==> config.mk <==
export PLATFORM = sky130hd
export DESIGN_NAME = angle_unwrap_fir_smoother
export DESIGN_NICKNAME = d
export VERILOG_FILES = /design/src/rtl/core/aufs_pkg.sv /design/src/rtl/core/aufs_mac.sv /design/src/rtl/core/angle_unwrap_fir_smoother.sv
export VERILOG_INCLUDE_DIRS = /design/src /design/src/rtl/core
export SDC_FILE = /design/constraint.sdc
export NUM_CORES = 2
export LEC_CHECK = 0
export BUFFER_PORTS_ARGS = -buffer_cell sky130_fd_sc_hd__buf_2
export CAP_MARGIN = 20
export CORE_UTILIZATION = 35
export CTS_CLUSTER_DIAMETER = 100
export DETAILED_ROUTE_END_ITERATION = 10
export PLACE_DENSITY_LB_ADDON = 0.08
export SYNTH_ARGS = -nofsm -noshare
export SYNTH_HDL_FRONTEND = slang
export SYNTH_SLANG_ARGS = --single-unit
==> constraint.sdc <==
create_clock -name clk_i -period 8.9 [get_ports clk_i]
set_input_delay 0.89 -clock clk_i [delete_from_list [all_inputs] [get_ports clk_i]]
set_output_delay 0.89 -clock clk_i [all_outputs]
set_load 0.005 [all_outputs]
==> src/rtl/core/angle_unwrap_fir_smoother_assert.svh <==
// Assertion macros for the angle smoother.
// Define NO_ASSERTIONS to compile them out.
`ifndef ANGLE_UNWRAP_FIR_SMOOTHER_ASSERT_SVH
`define ANGLE_UNWRAP_FIR_SMOOTHER_ASSERT_SVH

`ifndef NO_ASSERTIONS

// Plain property, checked out of reset.
`define AUFS_ASSERT(lbl, clk, rst_n, prop, msg) \
  lbl: assert property (@(posedge clk) disable iff (!rst_n) prop) else $error(msg);

// Same-cycle implication.
`define AUFS_ASSERT_IMPLY(lbl, clk, rst_n, ante, cons, msg) \
  lbl: assert property (@(posedge clk) disable iff (!rst_n) (ante) |-> (cons)) else $error(msg);

// Next-cycle implication.
`define AUFS_ASSERT_NEXT(lbl, clk, rst_n, ante, cons, msg) \
  lbl: assert property (@(posedge clk) disable iff (!rst_n) (ante) |=> (cons)) else $error(msg);

`else

`define AUFS_ASSERT(lbl, clk, rst_n, prop, msg)
`define AUFS_ASSERT_IMPLY(lbl, clk, rst_n, ante, cons, msg)
`define AUFS_ASSERT_NEXT(lbl, clk, rst_n, ante, cons, msg)

`endif

`endif

==> src/rtl/core/aufs_pkg.sv <==
`default_nettype none

package aufs_pkg;

  localparam int ANGLE_W = 15;   // Q12 input angle
  localparam int UNW_W   = 17;   // unwrapped sample
  localparam int TAP_W   = 16;   // Q14 coefficient
  localparam int PROD_W  = TAP_W + UNW_W;
  localparam int ACC_W   = 37;   // Q26 sum of up to seven products
  localparam int OUT_W   = 16;
  localparam int CNT_W   = 3;
  localparam int NUM_TAPS = 7;
  localparam int FRAC_SHIFT = 14;

  localparam logic [CNT_W-1:0] COUNT_SAT = 3'd7;

  localparam logic signed [15:0]    PI_Q12     = 16'sd12868;
  localparam logic signed [UNW_W-1:0] TWO_PI_Q12 = 17'sd25736;
  localparam logic signed [ACC_W-1:0] ROUND_HALF = 37'sd8192;

  // configuration register indexes
  localparam int REG_IDX_W = 4;
  localparam logic [REG_IDX_W-1:0] REG_HALF_WIDTH = 4'd0;
  localparam logic [REG_IDX_W-1:0] REG_TAP_FIRST  = 4'd1;
  localparam logic [REG_IDX_W-1:0] REG_TAP_LAST   = 4'd7;

  typedef enum logic [1:0] {
    ST_IDLE,
    ST_CENTRE,
    ST_MAC,
    ST_DRAIN
  } aufs_state_e;

  typedef struct packed {
    logic clear;   // zero the accumulator
    logic issue;   // push one tap into the pipe
  } aufs_mac_ctl_t;

endpackage

`default_nettype wire

==> src/rtl/core/aufs_mac.sv <==
`default_nettype none

// Shared unwrap / multiply / accumulate pipe with round and saturate.
module aufs_mac
  import aufs_pkg::*;
(
  input  wire logic                        clk_i,
  input  wire logic                        rst_ni,
  input  wire aufs_mac_ctl_t               ctl_i,
  input  wire logic signed [ANGLE_W-1:0]   sample_i,
  input  wire logic signed [ANGLE_W-1:0]   centre_i,
  input  wire logic signed [TAP_W-1:0]     tap_i,
  output logic                             busy_o,
  output logic signed [OUT_W-1:0]          result_o
);

  logic                        v1_q, v2_q;
  logic signed [UNW_W-1:0]     b_q, b_d;
  logic signed [TAP_W-1:0]     tap_q;
  logic signed [PROD_W-1:0]    prod_q;
  logic signed [ACC_W-1:0]     acc_q;
  logic signed [15:0]          diff;
  logic signed [UNW_W-1:0]     s_ext;
  logic signed [ACC_W-1:0]     rounded;
  logic signed [ACC_W-FRAC_SHIFT-1:0] quot;

  // stage 1: unwrap against the centre sample
  always_comb begin
    diff  = 16'(sample_i) - 16'(centre_i);
    s_ext = UNW_W'(sample_i);
    if (diff > PI_Q12) begin
      b_d = s_ext - TWO_PI_Q12;
    end else if (diff < -PI_Q12) begin
      b_d = s_ext + TWO_PI_Q12;
    end else begin
      b_d = s_ext;
    end
  end

  always_ff @(posedge clk_i or negedge rst_ni) begin
    if (!rst_ni) begin
      v1_q <= 1'b0;
      v2_q <= 1'b0;
    end else begin
      v1_q <= ctl_i.issue;
      v2_q <= v1_q;
    end
  end

  always_ff @(posedge clk_i) begin
    if (ctl_i.issue) begin
      b_q   <= b_d;
      tap_q <= tap_i;
    end
    if (v1_q) begin
      prod_q <= PROD_W'(tap_q * b_q);
    end
    if (ctl_i.clear) begin
      acc_q <= '0;
    end else if (v2_q) begin
      acc_q <= acc_q + ACC_W'(prod_q);
    end
  end

  assign busy_o = v1_q | v2_q;

  // round half up to Q12, then saturate
  always_comb begin
    rounded = acc_q + ROUND_HALF;
    quot    = rounded[ACC_W-1:FRAC_SHIFT];
    if (quot > (ACC_W-FRAC_SHIFT)'(32767)) begin
      result_o = 16'sh7fff;
    end else if (quot < -(ACC_W-FRAC_SHIFT)'(32768)) begin
      result_o = -16'sh8000;
    end else begin
      result_o = quot[OUT_W-1:0];
    end
  end

endmodule

`default_nettype wire

==> src/rtl/core/angle_unwrap_fir_smoother.sv <==
// An item that yields a result holds off the next input until the sequencer is back in idle,
//   after the result has entered the output register; an item that yields none leaves
//   the input ready. Results come from the single shared tap pipe, which takes one tap
//   per cycle.
// Reset: rst_ni asynchronous, active low; clears window, counters and output valid,
//   loads half_width = 2 and a unit centre tap.
`default_nettype none

module angle_unwrap_fir_smoother
  import aufs_pkg::*;
#(
  parameter int MAX_TAPS = 7
) (
  input  wire logic                      clk_i,
  input  wire logic                      rst_ni,
  // configuration writes
  input  wire logic                      cfg_valid_i,
  output logic                           cfg_ready_o,
  input  wire logic [REG_IDX_W-1:0]      cfg_index_i,
  input  wire logic [TAP_W-1:0]          cfg_data_i,
  // input samples
  input  wire logic                      in_valid_i,
  output logic                           in_ready_o,
  input  wire logic signed [ANGLE_W-1:0] angle_in_i,
  input  wire logic                      is_last_i,
  // smoothed results
  output logic                           out_valid_o,
  input  wire logic                      out_ready_i,
  output logic signed [OUT_W-1:0]        smoothed_angle_o,
  output logic                           end_of_run_o
);

  localparam int WIN_AW = $clog2(MAX_TAPS);
  localparam int HMAX   = (MAX_TAPS - 1) / 2;
  localparam logic [2:0] HMAX_V     = 3'(HMAX);
  localparam logic [4:0] MAX_TAPS_V = 5'(MAX_TAPS);

  // ---------------------------------------------------------------------------
  // Configuration registers. Writes land at once; the port never stalls.
  // ---------------------------------------------------------------------------
  logic [1:0]                half_width_q;
  logic signed [TAP_W-1:0]   taps_q [NUM_TAPS];

  assign cfg_ready_o = 1'b1;

  always_ff @(posedge clk_i or negedge rst_ni) begin
    if (!rst_ni) begin
      half_width_q <= 2'd2;
      for (int i = 0; i < NUM_TAPS; i++) begin
        taps_q[i] <= (i == 2) ? 16'sd16384 : 16'sd0;
      end
    end else if (cfg_valid_i) begin
      if (cfg_index_i == REG_HALF_WIDTH) begin
        half_width_q <= cfg_data_i[1:0];
      end else if (cfg_index_i >= REG_TAP_FIRST && cfg_index_i <= REG_TAP_LAST) begin
        taps_q[3'(cfg_index_i - REG_TAP_FIRST)] <= cfg_data_i;
      end
      // indexes past the last tap are dropped
    end
  end

  // Effective half width, clipped to what the window can hold.
  logic [1:0] h;
  assign h = ({1'b0, half_width_q} > HMAX_V) ? HMAX_V[1:0] : half_width_q;

  // ---------------------------------------------------------------------------
  // Sample history: window (newest at entry 0), first sample of the run, and
  // the saturating count of samples seen in this run.
  // ---------------------------------------------------------------------------
  logic signed [ANGLE_W-1:0] window_q [MAX_TAPS];
  logic signed [ANGLE_W-1:0] first_q, first_d;
  logic [CNT_W-1:0]          seen_q, seen_d, seen_next;
  logic                      win_shift;

  always_ff @(posedge clk_i or negedge rst_ni) begin
    if (!rst_ni) begin
      for (int i = 0; i < MAX_TAPS; i++) begin
        window_q[i] <= '0;
      end
    end else if (win_shift) begin
      for (int i = MAX_TAPS - 1; i > 0; i--) begin
        window_q[i] <= window_q[i-1];
      end
      window_q[0] <= angle_in_i;
    end
  end

  assign seen_next = (seen_q == COUNT_SAT) ? COUNT_SAT : seen_q + 3'd1;

  // ---------------------------------------------------------------------------
  // Sequencer. Per result: the centre state latches the centre sample, the MAC
  // state issues the taps in turn into the shared pipe, then a drain waits until
  // the sum settles and the output register is free.
  // ---------------------------------------------------------------------------
  aufs_state_e               state_q, state_d;
  logic [2:0]                k_q, k_d;
  logic [1:0]                delay_q, delay_d;
  logic                      last_q, last_d;
  logic signed [ANGLE_W-1:0] centre_q;
  logic [2:0]                n_new;
  logic [2:0]                k_end;
  aufs_mac_ctl_t             mac_ctl;
  logic                      mac_busy;
  logic signed [OUT_W-1:0]   mac_result;
  logic                      out_load;
  logic                      out_valid_q;
  logic signed [OUT_W-1:0]   smoothed_q;
  logic                      eor_q;

  assign n_new = seen_next - 3'd1;
  assign k_end = {h, 1'b0};

  always_comb begin
    state_d   = state_q;
    k_d       = k_q;
    delay_d   = delay_q;
    last_d    = last_q;
    seen_d    = seen_q;
    first_d   = first_q;
    win_shift = 1'b0;
    in_ready_o = 1'b0;
    mac_ctl   = '0;
    out_load  = 1'b0;
    unique case (state_q)
      ST_IDLE: begin
        in_ready_o = 1'b1;
        if (in_valid_i) begin
          win_shift = 1'b1;
          if (seen_q == '0) begin
            first_d = angle_in_i;
          end
          seen_d = seen_next;
          last_d = is_last_i;
          if (is_last_i) begin
            // flush: centres from min(n, h) samples back down to the newest
            delay_d = (n_new >= {1'b0, h}) ? h : n_new[1:0];
            state_d = ST_CENTRE;
          end else if (n_new >= {1'b0, h}) begin
            delay_d = h;
            state_d = ST_CENTRE;
          end
        end
      end
      ST_CENTRE: begin
        mac_ctl.clear = 1'b1;
        k_d     = '0;
        state_d = ST_MAC;
      end
      ST_MAC: begin
        mac_ctl.issue = 1'b1;
        if (k_q == k_end) begin
          state_d = ST_DRAIN;
        end else begin
          k_d = k_q + 3'd1;
        end
      end
      ST_DRAIN: begin
        if (!mac_busy && (!out_valid_q || out_ready_i)) begin
          out_load = 1'b1;
          if (last_q && delay_q != 2'd0) begin
            delay_d = delay_q - 2'd1;
            state_d = ST_CENTRE;
          end else begin
            state_d = ST_IDLE;
            if (last_q) begin
              seen_d = '0;  // next transfer opens a new run
            end
          end
        end
      end
    endcase
  end

  always_ff @(posedge clk_i or negedge rst_ni) begin
    if (!rst_ni) begin
      state_q <= ST_IDLE;
      k_q     <= '0;
      delay_q <= '0;
      last_q  <= 1'b0;
      seen_q  <= '0;
      first_q <= '0;
    end else begin
      state_q <= state_d;
      k_q     <= k_d;
      delay_q <= delay_d;
      last_q  <= last_d;
      seen_q  <= seen_d;
      first_q <= first_d;
    end
  end

  // ---------------------------------------------------------------------------
  // Window read: one shared port. In the centre cycle the age is the delay,
  // in tap cycles it is delay - h + k. Negative age (past the end) reuses the
  // newest sample; ages beyond what the run has seen reuse the first sample.
  // ---------------------------------------------------------------------------
  logic signed [4:0]         age;
  logic [WIN_AW-1:0]         win_idx;
  logic signed [ANGLE_W-1:0] rd_sample;

  always_comb begin
    if (state_q == ST_CENTRE) begin
      age = $signed({3'b000, delay_q});
    end else begin
      age = $signed({3'b000, delay_q}) - $signed({3'b000, h}) + $signed({2'b00, k_q});
    end
    win_idx = WIN_AW'(age[3:0]);
    if (age < 0) begin
      rd_sample = window_q[0];
    end else if (age >= $signed({2'b00, seen_q}) || age[4:0] >= MAX_TAPS_V) begin
      rd_sample = first_q;
    end else begin
      rd_sample = window_q[win_idx];
    end
  end

  always_ff @(posedge clk_i) begin
    if (state_q == ST_CENTRE) begin
      centre_q <= rd_sample;
    end
  end

  aufs_mac u_mac (
    .clk_i    (clk_i),
    .rst_ni   (rst_ni),
    .ctl_i    (mac_ctl),
    .sample_i (rd_sample),
    .centre_i (centre_q),
    .tap_i    (taps_q[k_q]),
    .busy_o   (mac_busy),
    .result_o (mac_result)
  );

  // ---------------------------------------------------------------------------
  // Output register: holds one result so the input side can move on while
  // the consumer stalls.
  // ---------------------------------------------------------------------------
  always_ff @(posedge clk_i or negedge rst_ni) begin
    if (!rst_ni) begin
      out_valid_q <= 1'b0;
    end else if (out_load) begin
      out_valid_q <= 1'b1;
    end else if (out_ready_i) begin
      out_valid_q <= 1'b0;
    end
  end

  always_ff @(posedge clk_i) begin
    if (out_load) begin
      smoothed_q <= mac_result;
      eor_q      <= last_q && (delay_q == 2'd0);
    end
  end

  assign out_valid_o      = out_valid_q;
  assign smoothed_angle_o = smoothed_q;
  assign end_of_run_o     = eor_q;

  // ---------------------------------------------------------------------------
  // Checks
  // ---------------------------------------------------------------------------
`include "angle_unwrap_fir_smoother_assert.svh"

  `AUFS_ASSERT_IMPLY(a_idle_pipe_empty, clk_i, rst_ni, state_q == ST_IDLE, !mac_busy, "tap pipe busy while idle")
  `AUFS_ASSERT_IMPLY(a_tap_in_span, clk_i, rst_ni, state_q == ST_MAC, k_q <= k_end, "tap index past kernel span")
  `AUFS_ASSERT_NEXT(a_run_end_clears, clk_i, rst_ni, out_load && last_q && delay_q == 2'd0, seen_q == '0 && state_q == ST_IDLE, "run not closed after final result")

endmodule

`default_nettype wire

Yosys cells after proc, flatten, opt, wreduce, memory -nomap -nowiden
Index checks and enable logic that the tools add are counted.

word-level totals
  logic and storage cells = 147
  output and inout bits = 20
  input bits = 41
  flip-flop bits (word level) = 383

cells by class
  eq/ne operators = 13
  reduce and logical (&&, ||, !) cells = 25
  $add $sub $neg = 12
  mux-type cells = 46
  multiply operators = 1
  bitwise gates (word level) = 5
  order comparisons = 14

operator list
  kind                    number
  $bwmux 112              1
  $mux 16                 4
  $mux 15                 4
  $bmux 16 s3             1
  $demux 16 s3            1
  $bmux 15 s3             1
  $add 37x15->37 const B  1
  $add 37x33->37          1
  $mux 17                 2
  $mul 16x17->33          1
  $gt 23x16->1 const B    1
  $lt 23x16->1 const B    1
  $mux 2                  11
  $mux 3                  6
  $add 15x16->17 const B  1
  $sub 15x16->17 const B  1
  $gt 16x15->1 const B    1
  $lt 16x15->1 const B    1
  $sub 15x15->16          1
  $ne 2x2->1 const B      7
  $ge 4x4->1 const B      3
  $not 3->4               3
  $pmux 3 s2              2
  $mux 1                  10
  33 further kinds        50

Logic depth before layout (Yosys ltp)
  depth in word-level cells = 13
  depth in mapped cells = 33
  depth with buffers taken out = 27

Hierarchy
From an unflattened synthesis, not the netlist that was laid out.

unflattened totals
  cell total of the unflattened synthesis = 2937
  area, all modules = 30445.4 sq um

by module, submodules not included
  module                     cells an instance  area each (sq um)  instances  seq. area each (sq um)
  aufs_mac                   1942               17561.8            1          2772.7
  angle_unwrap_fir_smoother  995                12883.6            1          7119.3

Least setup slack after synthesis
No wires, ideal clock.

  path type = reg-to-reg
  start = register half_width_q[0], in the netlist h[0]
  end = register u_mac.b_q[7] (data pin)
  clock period less this slack = 6.843 ns
  setup slack = 2.057 ns
  library setup time = 0.268 ns
  buffers on the path = 6
  arrival time = 6.575 ns
  required time = 8.632 ns
  stages on the path, launching flop included = 31
  cells stage by stage = dfrtp_1 > ha_1 > fa_1 > inv_1 > fa_1 > mux2i_4 > inv_4 > buf_6 > buf_2 > buf_2 > ha_1 > or3b_1 > a21oi_1 > nand4bb_2 > buf_6 > buf_2 > o21ai_0 > mux2i_1 > ha_1 > fa_1 > nor2b_1 > o2111a_1 > o21ai_1 > o221ai_1 > a31oi_1 > xor2_1 > a311oi_1 > o21a_1 > buf_2 > a22oi_1 > xnor2_1

between the ends
  cells in the longest elaborated chain, start to end = 13
  elaborated cells between the ends (all ways) = 20
  classes of those cells = add/sub: 5; order compare: 5; mux: 8; bitwise: 1; reduce/logical: 1

ends and longest elaborated chain
  element                                      line                              RTL
  start: declaration                           angle_unwrap_fir_smoother.sv:41   logic [1:0] half_width_q;
  start signal: assignment                     angle_unwrap_fir_smoother.sv:54   half_width_q <= cfg_data_i[1:0];
  $sub 2x2->3 *                                angle_unwrap_fir_smoother.sv:205  age = $signed({3'b000, delay_q}) - $signed({3'b000, h}) + $signed({2'b00, k_q});
  $add 3x4->5 *                                angle_unwrap_fir_smoother.sv:205
  $mux 5 *                                     angle_unwrap_fir_smoother.sv:202  if (state_q == ST_CENTRE) begin
  $not 3->4 (implied by the code)              angle_unwrap_fir_smoother.sv:213  rd_sample = window_q[win_idx];
  $bmux 15 s3                                  angle_unwrap_fir_smoother.sv:213
  $mux 15 (implied by the code) (2 in series)  angle_unwrap_fir_smoother.sv:213
  $mux 15                                      angle_unwrap_fir_smoother.sv:210  end else if (age >= $signed({2'b00, seen_q}) || age[4:0] >= MAX_TAPS_V) begin
  $mux 15 *                                    angle_unwrap_fir_smoother.sv:208  if (age < 0) begin
  $sub 15x15->16                               aufs_mac.sv:29                    diff = 16'(sample_i) - 16'(centre_i);
  $lt 16x15->1                                 aufs_mac.sv:33                    end else if (diff < -PI_Q12) begin
  $mux 17                                      aufs_mac.sv:33
  $mux 17 *                                    aufs_mac.sv:31                    if (diff > PI_Q12) begin
  named net u_mac.b_d[7]                       aufs_mac.sv:18                    logic signed [UNW_W-1:0] b_q, b_d;
  end signal: assignment                       aufs_mac.sv:52                    b_q <= b_d;
  end: declaration                             aufs_mac.sv:18

The timed path passes the listed nets; every way through them passes the cells marked *. The select of a mux whose other input is x is not followed.
A chain may end at the register's enable or synchronous reset.

Worst setup path in the final report
  start = register delay_q[0]
  end = register u_mac.b_q[7] (data pin)

between the ends
  cells in the longest elaborated chain, start to end = 13
  elaborated cells between the ends (all ways) = 20
  classes of those cells = add/sub: 5; order compare: 5; mux: 8; bitwise: 1; reduce/logical: 1

ends and longest elaborated chain
  element                                      line                              RTL
  start: declaration                           angle_unwrap_fir_smoother.sv:97   logic [1:0] delay_q, delay_d;
  start signal: assignment                     angle_unwrap_fir_smoother.sv:185  delay_q <= delay_d;
  $sub 2x2->3                                  angle_unwrap_fir_smoother.sv:205
  $add 3x4->5                                  angle_unwrap_fir_smoother.sv:205
  $mux 5 *                                     angle_unwrap_fir_smoother.sv:202
  $not 3->4 (implied by the code)              angle_unwrap_fir_smoother.sv:213
  $bmux 15 s3                                  angle_unwrap_fir_smoother.sv:213
  $mux 15 (implied by the code) (2 in series)  angle_unwrap_fir_smoother.sv:213
  $mux 15                                      angle_unwrap_fir_smoother.sv:210
  $mux 15 *                                    angle_unwrap_fir_smoother.sv:208
  named net rd_sample[4]                       angle_unwrap_fir_smoother.sv:199  logic signed [ANGLE_W-1:0] rd_sample;
  $sub 15x15->16                               aufs_mac.sv:29
  $lt 16x15->1                                 aufs_mac.sv:33
  $mux 17                                      aufs_mac.sv:33
  $mux 17 *                                    aufs_mac.sv:31
  named net u_mac.b_d[7]                       aufs_mac.sv:18

Marks and branches as above.

==> results.md <==
- The tightest hold margin is 345 ps.
- The maximum clock insertion buffer count is 3.
- The highest fanout seen on the critical path is 23.
- The register bit count reported by yosys is 383.
- The global routing met2 resource utilization is 30.3%.
- At the pin with the least slew margin, the transition time is 1120 ps.
- In this run, synthesis inferred 98 flip-flops with an integrated enable.
- The required time of the critical path is 9210 ps.
- After floorplanning, the core was divided into 107 placement rows.
- After detailed routing, the total wire length is 76.2 mm.
- The run finished with clean final reports.
- Detailed routing inserted a total of 20295 vias.
- The number of synthesis warnings is 0.
- Global routing used 18.0% of the available tracks.
- The number of design rule violations left after detail routing is 0.
- Clock latency on the worst-skew pair, taken at its later pin, is 620 ps.
- In this run the worst hold path is classified as in2async.
- Post-CTS repair changed the size of 0 cells.
- The routability congestion estimate from global placement is 0.839.
- During I/O placement, the number of pins put on the boundary was 61.
- Ranked by instance count, the synthesized netlist is headed by inv_1 (382), fa_1 (280), nand2_1 (268), dfrtp_1 (246), mux2_2 (237).
- Among all flip-flop cells after synthesis, the most frequent one is dfrtp_1.
- In this run the biggest area consumer among cell types represents 20.4% of the synthesized area.
- Summed over all failing endpoints, the final setup total negative slack is 0 ps.
- Summed over all instances, the cell type with the most area after synthesis is dfrtp_1.
- The final-report max-slew violation count is 0.
- For this configuration, the core starts out at a cell density of 35.3%.
- Setup repair after global routing left no endpoint under its margin.
- Hold repair after CTS inserted 0 buffers.
- Compared with the post-synthesis result, the final layout area differs by 11.0%.
- The total clock sinks is 383.
- For this run, asynchronously set or reset flops after synthesis account for 64.8%.
- The classification of the worst setup path is reg2reg.
- The met3 routing resource usage after global routing is 2.20%.
- The final period demand of the worst path is 7750 ps.
- The floorplan die height is 295 um.
- Timing would allow up to 129 MHz.
- The region available for standard cell placement spans 0.0853 mm2.
- In this run the horizontal extent of the chip is 295 um.
- The number of hold-slack violations in the final timing report is 0.
- Input and output buffers added on the ports amount to 59.
- The number of levels the H-tree was split into is 2.
- The worst path uses 87.1% of the clock period.
- The post-detailed-route count of antenna-violating nets is 0.
- The layout net count is 3338.
- The global routing stage identified its most utilized layer as met2.
- The total standard cell area after synthesis is 0.0301 mm2.
- Each instance of the synthesized netlist takes up on average 10.7 um2.
- The pre-antenna-repair detailed-routing pass consisted of 5 iterations.
- Counting the buffers created by CTS gives 49.
- The number of antenna violations at the first check in global routing is 3.
- TritonCTS built the clock tree.
- After clock tree synthesis, the setup repair step added 0 buffers.
- After legalization and detailed placement, the total HPWL measured 54.9 mm.
- The net count of the mapped netlist is 3306.
- The global-route track usage on met1 is 24.5%.
- The clock edge transition at the registers on the reported setup and hold paths is 60 ps.
- The pin count of the biggest net entering global routing is 130.
- STA classifies the critical path endpoint as a flip-flop.
- The number of standard cells after synthesis is 2829.
- The number of violations of the max-capacitance limit is 0.
- Data arrives at the worst endpoint at 8060 ps.
- The via-per-instance ratio is 5.01.
- Headroom to the max-slew limit came out at 25.2%.
- The fraction of layout instances using a drive strength above 1 is 16.2%.
- The share of the Yosys chip area taken by registers is 32.8%.
- The most numerous cell in the Yosys netlist is inv_1.
- Setup violations remaining at the end of the flow were counted as 0.
- STA classifies the critical path startpoint as a flip-flop.
- The root buffer cell is clkbuf_16.
- The total grt overflow is 0.
- The routed length per instance is 18.8 um.
- The global-route wire length before repair is 122 mm.
- In this run, the number of DRC markers left after iteration 0 of detailed routing was 887.
- The number of global-route vias before repair is 21499.
- Sorting the synthesized cells by area gives the leading types as dfrtp_1 (20%), fa_1 (19%), edfxtp_1 (9.8%).
- The count of distinct cell types in the synthesized netlist is 93.
- The die area is 0.0873 mm2.
- The setup skew after layout is 40.4 ps.
-- routing by layer --
metal	routed length, um	share of wire (%)	vias to the layer above
li1	-	-	9537
met1	34900	46	10407
met2	37200	49	242
met3	2280	3.0	109
met4	1810	2.4	0
met5	0	0	-
-- sequential cells by signal (all words and copies together), names as in the netlist, 15 cells and up --
register	count
centre_q	15
first_q	15
smoothed_angle_o	16
taps_q	112
u_mac.acc_q	37
u_mac.b_q	17
u_mac.prod_q	33
u_mac.tap_q	16
window_q	105
-- logic make-up after synthesis --
family / after synthesis / synth area share [%]
compound gates: 402 / 8.97
fa+ha+maj: 436 / 25.1
buf+inv: 494 / 6.33
xor+xnor: 104 / 3.07
simple gates: 686 / 11.1
mux: 323 / 12.6
flops: 383 / 32.8
other cells: 1 / 0.0124
-- worst paths after layout --
check	from	end	slack, ps	cells past startpoint
max	delay_q[0]$_DFFE_PN0P_	u_mac.b_q[7]$_DFFE_PP_	1150	25
min	rst_ni	first_q[3]$_DFFE_PN0P_	350	1
max reg2reg	delay_q[0]$_DFFE_PN0P_	u_mac.b_q[7]$_DFFE_PP_	1150	25
min reg2reg	u_mac.acc_q[4]$_SDFFE_PP0P_	u_mac.acc_q[4]$_SDFFE_PP0P_	470	2
max in group asynchronous	rst_ni	taps_q[98]$_DFFE_PN0P_	7230	3
min in group clk_i	u_mac.acc_q[4]$_SDFFE_PP0P_	u_mac.acc_q[4]$_SDFFE_PP0P_	470	2
-- cells in the final DEF, fill, tap and decap left out, types with 9 or more instances in the layout --
cell / Yosys / layout
a31oi_1: 15 / 15
ha_1: 156 / 154
clkbuf_16: 0 / 49
nand4_1: 13 / 13
nand3b_1: 9 / 9
dfrtp_1: 246 / 243
buf_4: 4 / 28
o21bai_1: 15 / 15
dfxtp_1: 37 / 37
nor2b_1: 12 / 11
a21o_1: 49 / 49
xor2_1: 38 / 38
o211ai_1: 10 / 10
edfxtp_1: 98 / 98
fa_1: 280 / 280
nor3_1: 19 / 17
mux4_2: 18 / 18
a21oi_1: 122 / 122
and2_1: 127 / 127
mux2i_1: 65 / 65
or3_1: 9 / 9
nand2_1: 268 / 267
xnor2_1: 65 / 65
and3_1: 29 / 29
a311oi_1: 10 / 10
nand2b_1: 30 / 30
a211oi_1: 10 / 10
inv_1: 382 / 382
nand3_1: 32 / 32
buf_2: 7 / 58
o22ai_1: 9 / 9
o21a_1: 12 / 12
o21ai_0: 68 / 68
clkinv_2: 0 / 10
nor2_1: 114 / 114
mux2_2: 237 / 237
-- final cells by class --
cell class              instances  area, um2
clock buffers                  61       1330
multi-input cells            1952      18400
diodes                          2       5.00
inverters                     385       1450
fillers                      8372      51800
well taps                    1144       1430
clock inverters                30        382
flip-flops and latches        383       9900
repair buffers                 90        578
-- metrics by stage --
stage	area, um2	setup WS (ps)	instances	util [%]
global placement	31700	1390	3951	37.1
global route	33400	594	4045	39.2
detailed placement	31700	1270	3951	37.1
finish	33400	1150	4047	39.2
floorplan	30100	2060	2829	-
CTS	33400	1190	4042	39.1
-- critical path: stages (launching register included) --
cell,delay (ps)
dfrtp_1,390
inv_1,100
ha_1,200
fa_1,480
inv_1,70
fa_1,460
xnor3_2,490
nor2_4,580
ha_1,360
o21a_1,110
a21oi_1,240
nand4bb_2,230
buf_4,280
a211oi_1,370
a21oi_4,190
ha_1,430
a21o_1,240
a21o_1,220
o21ai_1,200
o221ai_1,200
a31oi_1,270
xor2_1,120
a311oi_1,310
o21a_1,530
a22oi_1,210
xnor2_1,160
Power is left out: the tool's default activity adds up to more than one toggle a clock period on the data nets, which glitch-free logic cannot reach.
